**src/design/nbce_pkg.sv**
```systemverilog
// Package: shared widths, decode codes and types of the nine-bit execute step.
`timescale 1ns / 1ps
`default_nettype none

package nbce_pkg;

  localparam int INSN_W      = 9;
  localparam int PLEN_W      = 10;
  localparam int DATA_W      = 8;
  localparam int REG_CNT     = 4;
  localparam int REG_IDX_W   = 2;
  localparam int MEM_DEPTH   = 256;
  localparam int MEM_AW      = 8;
  localparam int PC_WIDTH_DEF = 10;

  // Sub-operation of the all-zero group, selected by bits 3:2.
  localparam logic [1:0] OP0_NOP = 2'd0;
  localparam logic [1:0] OP0_JF  = 2'd1;
  localparam logic [1:0] OP0_JMP = 2'd2;
  localparam logic [1:0] OP0_INC = 2'd3;

  typedef logic [REG_CNT-1:0][DATA_W-1:0] regfile_t;

  typedef struct packed {
    logic                 halted;
    logic                 flag;
    logic                 reg_written;
    logic [REG_IDX_W-1:0] reg_index;
    logic [DATA_W-1:0]    reg_value;
    logic                 mem_written;
    logic [MEM_AW-1:0]    mem_address;
    logic [DATA_W-1:0]    mem_value;
  } exec_t;

endpackage

`default_nettype wire

```
**src/design/nbce_if.sv**
```systemverilog
// Interfaces: instruction, result and configuration channels.
`timescale 1ns / 1ps
`default_nettype none

interface nbce_in_if;
  logic                        valid;
  logic                        ready;
  logic [nbce_pkg::INSN_W-1:0] instruction_word;
  modport source (output valid, output instruction_word, input ready);
  modport sink (input valid, input instruction_word, output ready);
endinterface

interface nbce_out_if #(
  parameter int PC_WIDTH = nbce_pkg::PC_WIDTH_DEF
);
  logic                           valid;
  logic                           ready;
  logic [PC_WIDTH-1:0]            next_pc;
  logic                           halted;
  logic                           flag_out;
  logic                           reg_written;
  logic [nbce_pkg::REG_IDX_W-1:0] written_reg_index;
  logic [nbce_pkg::DATA_W-1:0]    written_reg_value;
  logic                           mem_written;
  logic [nbce_pkg::MEM_AW-1:0]    mem_address;
  logic [nbce_pkg::DATA_W-1:0]    mem_value;
  modport source (output valid, output next_pc, output halted, output flag_out,
                  output reg_written, output written_reg_index,
                  output written_reg_value, output mem_written,
                  output mem_address, output mem_value, input ready);
  modport sink (input valid, input next_pc, input halted, input flag_out,
                input reg_written, input written_reg_index,
                input written_reg_value, input mem_written,
                input mem_address, input mem_value, output ready);
endinterface

interface nbce_cfg_if;
  logic                        valid;
  logic                        ready;
  logic [nbce_pkg::PLEN_W-1:0] data;
  modport source (output valid, output data, input ready);
  modport sink (input valid, input data, output ready);
endinterface

`default_nettype wire

```
**src/design/nbce_dmem.sv**
```systemverilog
// Data memory: 256 bytes, registered read, per-entry valid bits, store bypass.
`timescale 1ns / 1ps
`default_nettype none

module nbce_dmem (
  input  wire logic                          clk_i,
  input  wire logic                          rst_ni,
  input  wire logic                          wr_en_i,
  input  wire logic [nbce_pkg::MEM_AW-1:0]   wr_addr_i,
  input  wire logic [nbce_pkg::DATA_W-1:0]   wr_data_i,
  input  wire logic                          rd_en_i,
  input  wire logic [nbce_pkg::MEM_AW-1:0]   rd_addr_i,
  output logic      [nbce_pkg::DATA_W-1:0]   rd_data_o
);

  logic [nbce_pkg::DATA_W-1:0]    mem [nbce_pkg::MEM_DEPTH];
  logic [nbce_pkg::MEM_DEPTH-1:0] vld_q;
  logic [nbce_pkg::DATA_W-1:0]    rd_q;
  logic                           rd_vld_q;
  logic                           byp_q;
  logic [nbce_pkg::DATA_W-1:0]    byp_data_q;

  always_ff @(posedge clk_i) begin
    if (wr_en_i) begin
      mem[wr_addr_i] <= wr_data_i;
    end
    if (rd_en_i) begin
      rd_q       <= mem[rd_addr_i];
      byp_data_q <= wr_data_i;
    end
  end

  always_ff @(posedge clk_i or negedge rst_ni) begin
    if (!rst_ni) begin
      vld_q    <= '0;
      rd_vld_q <= 1'b0;
      byp_q    <= 1'b0;
    end else begin
      if (wr_en_i) begin
        vld_q[wr_addr_i] <= 1'b1;
      end
      if (rd_en_i) begin
        rd_vld_q <= vld_q[rd_addr_i];
        byp_q    <= wr_en_i && (wr_addr_i == rd_addr_i);
      end
    end
  end

  // store landing on the same edge wins; never-written bytes read as zero
  assign rd_data_o = byp_q    ? byp_data_q :
                     rd_vld_q ? rd_q       : '0;

endmodule

`default_nettype wire

```
**src/design/nbce_alu.sv**
```systemverilog
// Execute logic: decodes one instruction and computes its effects and next pc.
`timescale 1ns / 1ps
`default_nettype none

module nbce_alu #(
  parameter int PC_WIDTH = nbce_pkg::PC_WIDTH_DEF
) (
  input  wire logic [nbce_pkg::INSN_W-1:0] word_i,
  input  wire logic [PC_WIDTH-1:0]         pc_i,
  input  wire logic                        flag_i,
  input  wire nbce_pkg::regfile_t          regs_i,
  input  wire logic [nbce_pkg::PLEN_W-1:0] plen_i,
  input  wire logic [nbce_pkg::DATA_W-1:0] ld_data_i,
  output logic      [PC_WIDTH-1:0]         npc_o,
  output nbce_pkg::exec_t                  ex_o
);

  localparam int CmpW = (PC_WIDTH > nbce_pkg::PLEN_W) ? PC_WIDTH : nbce_pkg::PLEN_W;

  logic [nbce_pkg::INSN_W-1:0]    w;
  logic [nbce_pkg::REG_IDX_W-1:0] a;
  logic [nbce_pkg::REG_IDX_W-1:0] b;
  logic [nbce_pkg::REG_IDX_W-1:0] ri;
  logic [nbce_pkg::DATA_W-1:0]    x;
  logic [nbce_pkg::DATA_W-1:0]    y;
  logic [nbce_pkg::DATA_W-1:0]    r;
  logic [PC_WIDTH-1:0]            npc;

  always_comb begin
    // halted core executes a no-op
    w  = (CmpW'(pc_i) >= CmpW'(plen_i)) ? '0 : word_i;
    a  = w[3:2];
    b  = w[1:0];
    x  = regs_i[a];
    y  = regs_i[b];
    ri = w[5:4];
    r  = regs_i[ri];
    npc = pc_i + PC_WIDTH'(1);
    ex_o = '0;
    ex_o.flag = flag_i;

    if (w[8]) begin
      if (w[7] && w[6]) begin
        npc = w[5] ? (pc_i - PC_WIDTH'(w[4:0])) : (pc_i + PC_WIDTH'(w[4:0]));
      end else begin
        ex_o.reg_written = 1'b1;
        ex_o.reg_index   = ri;
        if (w[7]) begin
          ex_o.reg_value = r & {4'h0, w[3:0]};
        end else if (w[6]) begin
          ex_o.reg_value = r | {w[3:0], 4'h0};
        end else begin
          ex_o.reg_value = r | {4'h0, w[3:0]};
        end
      end
    end else if (w[7] && w[6]) begin
      ex_o.reg_written = 1'b1;
      ex_o.reg_index   = w[4:3];
      ex_o.reg_value   = w[5] ? (regs_i[w[4:3]] >> w[2:0]) : (regs_i[w[4:3]] << w[2:0]);
    end else if (w[7]) begin
      if (w[5]) begin
        if (w[4]) begin
          ex_o.mem_written = 1'b1;
          ex_o.mem_address = y;
          ex_o.mem_value   = x;
        end else begin
          ex_o.reg_written = 1'b1;
          ex_o.reg_index   = a;
          ex_o.reg_value   = ld_data_i;
        end
      end else begin
        // shifts of 8 or more clear the byte
        ex_o.reg_written = 1'b1;
        ex_o.reg_index   = a;
        ex_o.reg_value   = w[4] ? (x >> y) : (x << y);
      end
    end else if (w[6] && w[5]) begin
      if (w[4]) begin
        ex_o.reg_written = 1'b1;
        ex_o.reg_index   = a;
        ex_o.reg_value   = y;
      end else begin
        ex_o.flag = (x == y);
      end
    end else if (w[6]) begin
      ex_o.reg_written = 1'b1;
      ex_o.reg_index   = a;
      ex_o.reg_value   = w[4] ? (x + y) : (x - y);
    end else if (w[5]) begin
      ex_o.reg_written = 1'b1;
      ex_o.reg_index   = a;
      ex_o.reg_value   = w[4] ? (x & y) : (x | y);
    end else if (w[4]) begin
      ex_o.reg_written = 1'b1;
      ex_o.reg_index   = a;
      ex_o.reg_value   = x ^ y;
    end else begin
      unique case (a)
        nbce_pkg::OP0_INC: begin
          ex_o.reg_written = 1'b1;
          ex_o.reg_index   = b;
          ex_o.reg_value   = y + 8'd1;
        end
        nbce_pkg::OP0_JMP: begin
          npc = PC_WIDTH'(y);
        end
        nbce_pkg::OP0_JF: begin
          if (flag_i) begin
            npc = PC_WIDTH'(y);
          end
        end
        nbce_pkg::OP0_NOP: begin
        end
        default: begin
        end
      endcase
    end

    ex_o.halted = CmpW'(npc) >= CmpW'(plen_i);
    npc_o = npc;
  end

endmodule

`default_nettype wire

```
**src/design/nine_bit_cpu_execute_step.sv**
```systemverilog
// Top level: nine-bit core execute step with input, execute and result stages.
//
//  channel | dir | payload                            | beat
//  in_i    | in  | instruction_word                   | valid & ready
//  cfg_i   | in  | data = program_length              | valid & ready
//  out_o   | out | next_pc, halted, flag, reg/mem wr  | valid & ready
//
// One instruction per cycle sustained while the result side keeps up; from the input
// beat to the result beat: data memory read at accept, execute, result register.
// The load address at accept comes from the register file with the executing
// beat's write forwarded.
// Reset clears pc, flag, registers and the memory valid bits at once; no sweep.
// A stalled result holds the execute stage, which then holds the input.
`timescale 1ns / 1ps
`default_nettype none

module nine_bit_cpu_execute_step #(
  parameter int PC_WIDTH = nbce_pkg::PC_WIDTH_DEF
) (
  input  wire logic clk_i,
  input  wire logic rst_ni,
  nbce_in_if.sink   in_i,
  nbce_cfg_if.sink  cfg_i,
  nbce_out_if.source out_o
);

  logic [nbce_pkg::PLEN_W-1:0] plen_q;
  logic [PC_WIDTH-1:0]         pc_q;
  logic                        flag_q;
  nbce_pkg::regfile_t          regs_q;
  nbce_pkg::regfile_t          regs_d;

  logic                        e_valid_q;
  logic [nbce_pkg::INSN_W-1:0] e_word_q;
  logic                        e_fire;
  logic                        in_fire;

  logic [nbce_pkg::DATA_W-1:0] ld_data;
  logic [PC_WIDTH-1:0]         e_npc;
  nbce_pkg::exec_t             ex;

  logic                        out_valid_q;
  logic [PC_WIDTH-1:0]         out_pc_q;
  nbce_pkg::exec_t             out_ex_q;

  assign cfg_i.ready = 1'b1;
  assign e_fire      = e_valid_q && (!out_valid_q || out_o.ready);
  assign in_i.ready  = !e_valid_q || e_fire;
  assign in_fire     = in_i.valid && in_i.ready;

  // register file as it stands after the executing beat retires
  always_comb begin
    regs_d = regs_q;
    if (e_fire && ex.reg_written) begin
      regs_d[ex.reg_index] = ex.reg_value;
    end
  end

  nbce_dmem u_dmem (
    .clk_i     (clk_i),
    .rst_ni    (rst_ni),
    .wr_en_i   (e_fire && ex.mem_written),
    .wr_addr_i (ex.mem_address),
    .wr_data_i (ex.mem_value),
    .rd_en_i   (in_fire),
    .rd_addr_i (regs_d[in_i.instruction_word[1:0]]),
    .rd_data_o (ld_data)
  );

  nbce_alu #(
    .PC_WIDTH (PC_WIDTH)
  ) u_alu (
    .word_i    (e_word_q),
    .pc_i      (pc_q),
    .flag_i    (flag_q),
    .regs_i    (regs_q),
    .plen_i    (plen_q),
    .ld_data_i (ld_data),
    .npc_o     (e_npc),
    .ex_o      (ex)
  );

  always_ff @(posedge clk_i or negedge rst_ni) begin
    if (!rst_ni) begin
      plen_q      <= '0;
      pc_q        <= '0;
      flag_q      <= 1'b0;
      regs_q      <= '0;
      e_valid_q   <= 1'b0;
      out_valid_q <= 1'b0;
    end else begin
      if (cfg_i.valid) begin
        plen_q <= cfg_i.data;
      end
      if (in_fire) begin
        e_valid_q <= 1'b1;
      end else if (e_fire) begin
        e_valid_q <= 1'b0;
      end
      if (e_fire) begin
        pc_q        <= e_npc;
        flag_q      <= ex.flag;
        regs_q      <= regs_d;
        out_valid_q <= 1'b1;
      end else if (out_o.ready) begin
        out_valid_q <= 1'b0;
      end
    end
  end

  always_ff @(posedge clk_i) begin
    if (in_fire) begin
      e_word_q <= in_i.instruction_word;
    end
    if (e_fire) begin
      out_pc_q <= e_npc;
      out_ex_q <= ex;
    end
  end

  assign out_o.valid             = out_valid_q;
  assign out_o.next_pc           = out_pc_q;
  assign out_o.halted            = out_ex_q.halted;
  assign out_o.flag_out          = out_ex_q.flag;
  assign out_o.reg_written       = out_ex_q.reg_written;
  assign out_o.written_reg_index = out_ex_q.reg_index;
  assign out_o.written_reg_value = out_ex_q.reg_value;
  assign out_o.mem_written       = out_ex_q.mem_written;
  assign out_o.mem_address       = out_ex_q.mem_address;
  assign out_o.mem_value         = out_ex_q.mem_value;

  a_empty_ready : assert property (@(posedge clk_i) disable iff (!rst_ni)
    !e_valid_q |-> in_i.ready)
    else $error("input not ready with execute stage empty");

  a_retire_shows : assert property (@(posedge clk_i) disable iff (!rst_ni)
    e_fire |=> (out_valid_q && pc_q == out_pc_q))
    else $error("retired beat not in result register");

  a_one_write : assert property (@(posedge clk_i) disable iff (!rst_ni)
    (out_valid_q && out_ex_q.mem_written) |-> !out_ex_q.reg_written)
    else $error("store also reports a register write");

  a_no_reg_zero : assert property (@(posedge clk_i) disable iff (!rst_ni)
    (out_valid_q && !out_ex_q.reg_written) |->
      (out_ex_q.reg_index == '0 && out_ex_q.reg_value == '0))
    else $error("register fields not cleared without a write");

endmodule

`default_nettype wire

```
**src/flat_wrapper.sv**
```systemverilog
// flat-port wrapper written by rule: the top's interface ports become plain ports
module nine_bit_cpu_execute_step_flat 
#(
  parameter int PC_WIDTH = nbce_pkg::PC_WIDTH_DEF
)
  (clk_i, rst_ni, in_i_valid, in_i_instruction_word, in_i_ready, cfg_i_valid, cfg_i_data, cfg_i_ready, out_o_valid, out_o_next_pc, out_o_halted, out_o_flag_out, out_o_reg_written, out_o_written_reg_index, out_o_written_reg_value, out_o_mem_written, out_o_mem_address, out_o_mem_value, out_o_ready);
  nbce_in_if in_i_i ();
  nbce_cfg_if cfg_i_i ();
  nbce_out_if #(.PC_WIDTH(PC_WIDTH)) out_o_i ();
  input  wire logic clk_i;
  input  wire logic rst_ni;
  input wire logic [$bits(in_i_i.valid)-1:0] in_i_valid;
  input wire logic [$bits(in_i_i.instruction_word)-1:0] in_i_instruction_word;
  output wire logic [$bits(in_i_i.ready)-1:0] in_i_ready;
  input wire logic [$bits(cfg_i_i.valid)-1:0] cfg_i_valid;
  input wire logic [$bits(cfg_i_i.data)-1:0] cfg_i_data;
  output wire logic [$bits(cfg_i_i.ready)-1:0] cfg_i_ready;
  output wire logic [$bits(out_o_i.valid)-1:0] out_o_valid;
  output wire logic [$bits(out_o_i.next_pc)-1:0] out_o_next_pc;
  output wire logic [$bits(out_o_i.halted)-1:0] out_o_halted;
  output wire logic [$bits(out_o_i.flag_out)-1:0] out_o_flag_out;
  output wire logic [$bits(out_o_i.reg_written)-1:0] out_o_reg_written;
  output wire logic [$bits(out_o_i.written_reg_index)-1:0] out_o_written_reg_index;
  output wire logic [$bits(out_o_i.written_reg_value)-1:0] out_o_written_reg_value;
  output wire logic [$bits(out_o_i.mem_written)-1:0] out_o_mem_written;
  output wire logic [$bits(out_o_i.mem_address)-1:0] out_o_mem_address;
  output wire logic [$bits(out_o_i.mem_value)-1:0] out_o_mem_value;
  input wire logic [$bits(out_o_i.ready)-1:0] out_o_ready;
  assign in_i_i.valid = in_i_valid;
  assign in_i_i.instruction_word = in_i_instruction_word;
  assign in_i_ready = in_i_i.ready;
  assign cfg_i_i.valid = cfg_i_valid;
  assign cfg_i_i.data = cfg_i_data;
  assign cfg_i_ready = cfg_i_i.ready;
  assign out_o_valid = out_o_i.valid;
  assign out_o_next_pc = out_o_i.next_pc;
  assign out_o_halted = out_o_i.halted;
  assign out_o_flag_out = out_o_i.flag_out;
  assign out_o_reg_written = out_o_i.reg_written;
  assign out_o_written_reg_index = out_o_i.written_reg_index;
  assign out_o_written_reg_value = out_o_i.written_reg_value;
  assign out_o_mem_written = out_o_i.mem_written;
  assign out_o_mem_address = out_o_i.mem_address;
  assign out_o_mem_value = out_o_i.mem_value;
  assign out_o_i.ready = out_o_ready;
  nine_bit_cpu_execute_step #(.PC_WIDTH(PC_WIDTH)) u_core (.clk_i(clk_i), .rst_ni(rst_ni), .in_i(in_i_i), .cfg_i(cfg_i_i), .out_o(out_o_i));
endmodule
```
**config.mk**
```make
export PLATFORM = sky130hd
export DESIGN_NAME = nine_bit_cpu_execute_step_flat
export DESIGN_NICKNAME = d
export VERILOG_FILES = /design/src/design/nbce_pkg.sv /design/src/design/nbce_if.sv /design/src/design/nbce_dmem.sv /design/src/design/nbce_alu.sv /design/src/design/nine_bit_cpu_execute_step.sv /design/src/flat_wrapper.sv
export SDC_FILE = /design/constraint.sdc
export NUM_CORES = 2
export LEC_CHECK = 0
export BUFFER_PORTS_ARGS = -buffer_cell sky130_fd_sc_hd__buf_4
export CAP_MARGIN = 20
export CELL_PAD_IN_SITES_DETAIL_PLACEMENT = 1
export CELL_PAD_IN_SITES_GLOBAL_PLACEMENT = 1
export CORE_MARGIN = 3
export CORE_UTILIZATION = 40
export CTS_BUF_LIST = sky130_fd_sc_hd__clkbuf_8
export DETAILED_ROUTE_END_ITERATION = 10
export GPL_ROUTABILITY_DRIVEN = 0
export MAX_ROUTING_LAYER = met4
export PLACE_DENSITY = 0.6
export SYNTH_ARGS = -nofsm -noshare
export SYNTH_HDL_FRONTEND = slang
export SYNTH_HIERARCHICAL = 1
export SYNTH_SLANG_ARGS = --single-unit
```
**constraint.sdc**
```tcl
create_clock -name clk_i -period 12.5 [get_ports clk_i]
set_clock_uncertainty 0.15 [all_clocks]
set_input_delay 1.25 -clock clk_i [delete_from_list [all_inputs] [get_ports clk_i]]
set_output_delay 1.25 -clock clk_i [all_outputs]
set_load 0.005 [all_outputs]
```
==> flow_metrics.tcl <==
set metrics [dict create \
    synthDistinctLibCells 108 \
    path_clk_slew_ns 0.06 \
    synthCells 5498 \
    fin_crit_ns 10.53 \
    tightest_slew_ns 1.219 \
    cp_common_cell "buf_4" \
    wl_per_cell_um 31.71 \
    grt_max_degree 176 \
    drt_wl_total_um 299600 \
    reg2reg_depth 28 \
    synth_area_um2 99800 \
    fin_util 0.4556 \
    r2r_slack_ns 1.97 \
    synth-edff-count 2113 \
    setup_viol_count_final 0 \
    clk_latency_ns 1.10 \
    ys_seq_area_frac 0.7142 \
    core_um2 247100 \
    p_per_area_nw_per_um2 205.3 \
    synth_seq_cells 2426 \
    fmax_ghz 0.09496 \
    cts_buffer_depth 4 \
    peakVddDrop_uv 133.5 \
    grt_pass1_vias 57730 \
    dpl_cell_area_um2 104200 \
    r2r_end "u_core/u_dmem/rd_q[0]" \
    hold_violations 0 \
    cts_tree "done" \
    hold_depth 1 \
    finalInstanceArea_um2 112600 \
    cts_root_buf "clkbuf_8" \
    ant_nets 0 \
    min_from "in_i_instruction_word[5]" \
    grt_first_pass_wirelength_um 434500 \
    async_flop_share 0.1290 \
    route.detailed.drc 0 \
    worst_path_largest_cell_delay_ns 0.95 \
    layout.nets 5884 \
    fin_crit_sh 0.8425 \
    die_area_um2 255500 \
    yosysTopAreaCell "edfxtp_1" \
    ys_top_cells_by_area "edfxtp_1 64%, mux4_2 13%, dfrtp_1 7.8%" \
    p_total_mw 23.11 \
    setup_slack_ns 1.969 \
    vias 55990 \
    grt_setup_unrepaired "false" \
    slew_headroom 0.1876 \
    drtPass1Iterations 5 \
    fp.dieH_um 505.5 \
    ioPinCount 67 \
    cts_resized 0 \
    hold_end "u_core/e_word_q[5]" \
    crit_arrival_ns 11.21 \
    rr_startpoint "u_core/pc_q[7]" \
    area_delta_synth_final_pct 12.80 \
    synth_flop_cell "edfxtp_1" \
    first_iter_violations 6265 \
    end_kind "flip-flop" \
    yosys_warnings 6 \
    cts.sinks 2426 \
    leakage_nw 40.38 \
    numCtsBuffers 416 \
    die_w_um 505.5 \
    yosys-top-cells-count "2113 x edfxtp_1, 566 x mux4_2, 379 x nor2_1" \
    required_ns 13.18 \
    synth.most_common_cell "edfxtp_1" \
    holdCritPathClass "in2reg" \
    grt_usage 0.2397 \
    max_cap_viol_count 0 \
    grt_overflow_total 0 \
    place_ws_ns 2.218 \
    crit_fanout 38 \
    setup_tns_ns 0 \
    syn_nets 5585 \
    path_class "reg2reg" \
    slew_violations 0 \
    post_synth.cell_area_avg_um2 18.15 \
    rows 182 \
    htree_levels 5 \
    via_per_inst 5.927 \
    layout-drive-gt1-share 0.2891 \
    post-dp-hpwl_um 186700 \
    status "completed" \
    synth_top_area_frac 0.6358 \
    floorplan.initialDensity 0.4039 \
    startpoint_type "flip-flop" \
    antenna_found_initial 10 \
    port_buffers 65 \
    crit_slowest_cell "o22ai_1" \
]
## worst max-delay path: cells and delay by family (launching register included)
kind / cells / cell delay, ns
flip-flops: 1 / 0.45
AND/OR/NAND/NOR: 8 / 2.53
buffers and inverters: 5 / 2.09
XOR/XNOR: 1 / 0.19
adder cells (fa/ha/maj): 2 / 0.88
AO/OA/AOI/OAI: 12 / 3.77
## what timing repair did
action | 4_1_cts | 5_1_grt
hold buffers | 1 | 0
hold endpoints to repair | 44 | 0
buffers inserted | 0 | 0
## cells by family after synthesis
group / after synthesis / share of synthesized area
AOI/OAI and AO/OA: 787 / 0.05492
and+or+nand+nor: 1071 / 0.05593
xor gates and xnor gates: 34 / 0.002984
other: 1 / 0.00003757
DFF: 2426 / 0.7142
buffers and inverters: 407 / 0.02065
adders and majority gates: 64 / 0.008224
muxes: 708 / 0.1430
## cell type report
type / instances / area, µm²
well taps: 3312 / 4144
clock buffers: 481 / 6620
diodes: 6 / 15.01
clock inverters: 269 / 1513
repair buffers: 232 / 2082
fillers: 23310 / 134500
flip-flops and latches: 2426 / 71280
multi-input cells: 2665 / 26710
inverters: 56 / 215.2
## cells in the final DEF (no fill, tap or decap), drive strengths merged, types with 21 or more instances in the layout
master and n:
ha 60, nand4 25, nand2 120, nor4 47, mux2i 61, o21ai 57, a21oi 198, edfxtp 2113
clkinv 100, buf 231, nor3 50, nor2b 40, a211oi 21, o22ai 30, a21o 22, mux2 81
a22oi 270, inv 203, or2 270, dfrtp 313, nor2 381, clkbuf 481, nand2b 25, nand3 55
mux4 566
## power by group
part	total, mW	switching, mW	internal (mW)	leakage (nW)
clock network	7.01	3.21	3.80	4.72
registers	9.13	0.172	8.96	25.3
logic	6.97	4.44	2.53	10.4
## per-layer routing
| metal | wire, µm | track usage | up-vias |
|---|---|---|---|
| met5 | 0 | - | - |
| met4 | 7891 | 0.06492 | 0 |
| met3 | 19400 | 0.03641 | 444 |
| met2 | 139600 | 0.3591 | 2223 |
| met1 | 132700 | 0.3434 | 30460 |
| li1 | - | - | 22870 |
## state kept, by name (all words and copies together), names as in the netlist, 2 cells and up
signal / flops
u_core/e_word_q: 9
u_core/out_o.mem_address: 8
u_core/out_o.mem_value: 8
u_core/out_o.next_pc: 10
u_core/out_o.written_reg_index: 2
u_core/out_o.written_reg_value: 8
u_core/pc_q: 10
u_core/plen_q: 10
u_core/regs_q: 32
u_core/u_dmem/byp_data_q: 8
u_core/u_dmem/mem: 2048
u_core/u_dmem/rd_q: 8
u_core/u_dmem/vld_q: 256
## through the flow
stage / hold WS [ns] / instances
after floorplan: 0.2834 / 5498
after global placement: 0.2940 / 8662
after detailed placement: 0.2984 / 8675
after CTS: 0.05880 / 9426
after global routing: 0.1194 / 9443
final: 0.2006 / 9447
## worst max path at each step
stage | slack (ns) | end | depth (start not counted) | start
3_3_place_gp | 2.11 | u_core/u_dmem/rd_q[5] | 25 | u_core/pc_q[7]
4_1_cts | 2.16 | u_core/u_dmem/rd_q[5] | 27 | u_core/pc_q[7]
5_1_grt | 1.65 | u_core/u_dmem/rd_q[0] | 25 | u_core/pc_q[7]
6_report | 1.97 | u_core/u_dmem/rd_q[0] | 28 | u_core/pc_q[7]
2_1_floorplan | 2.23 | u_core/out_o.mem_value[7] | 14 | u_core/pc_q[0]
3_5_place_dp | 2.22 | u_core/u_dmem/rd_q[0] | 28 | u_core/pc_q[7]
No activity file was read; power rests on OpenSTA's default activity.
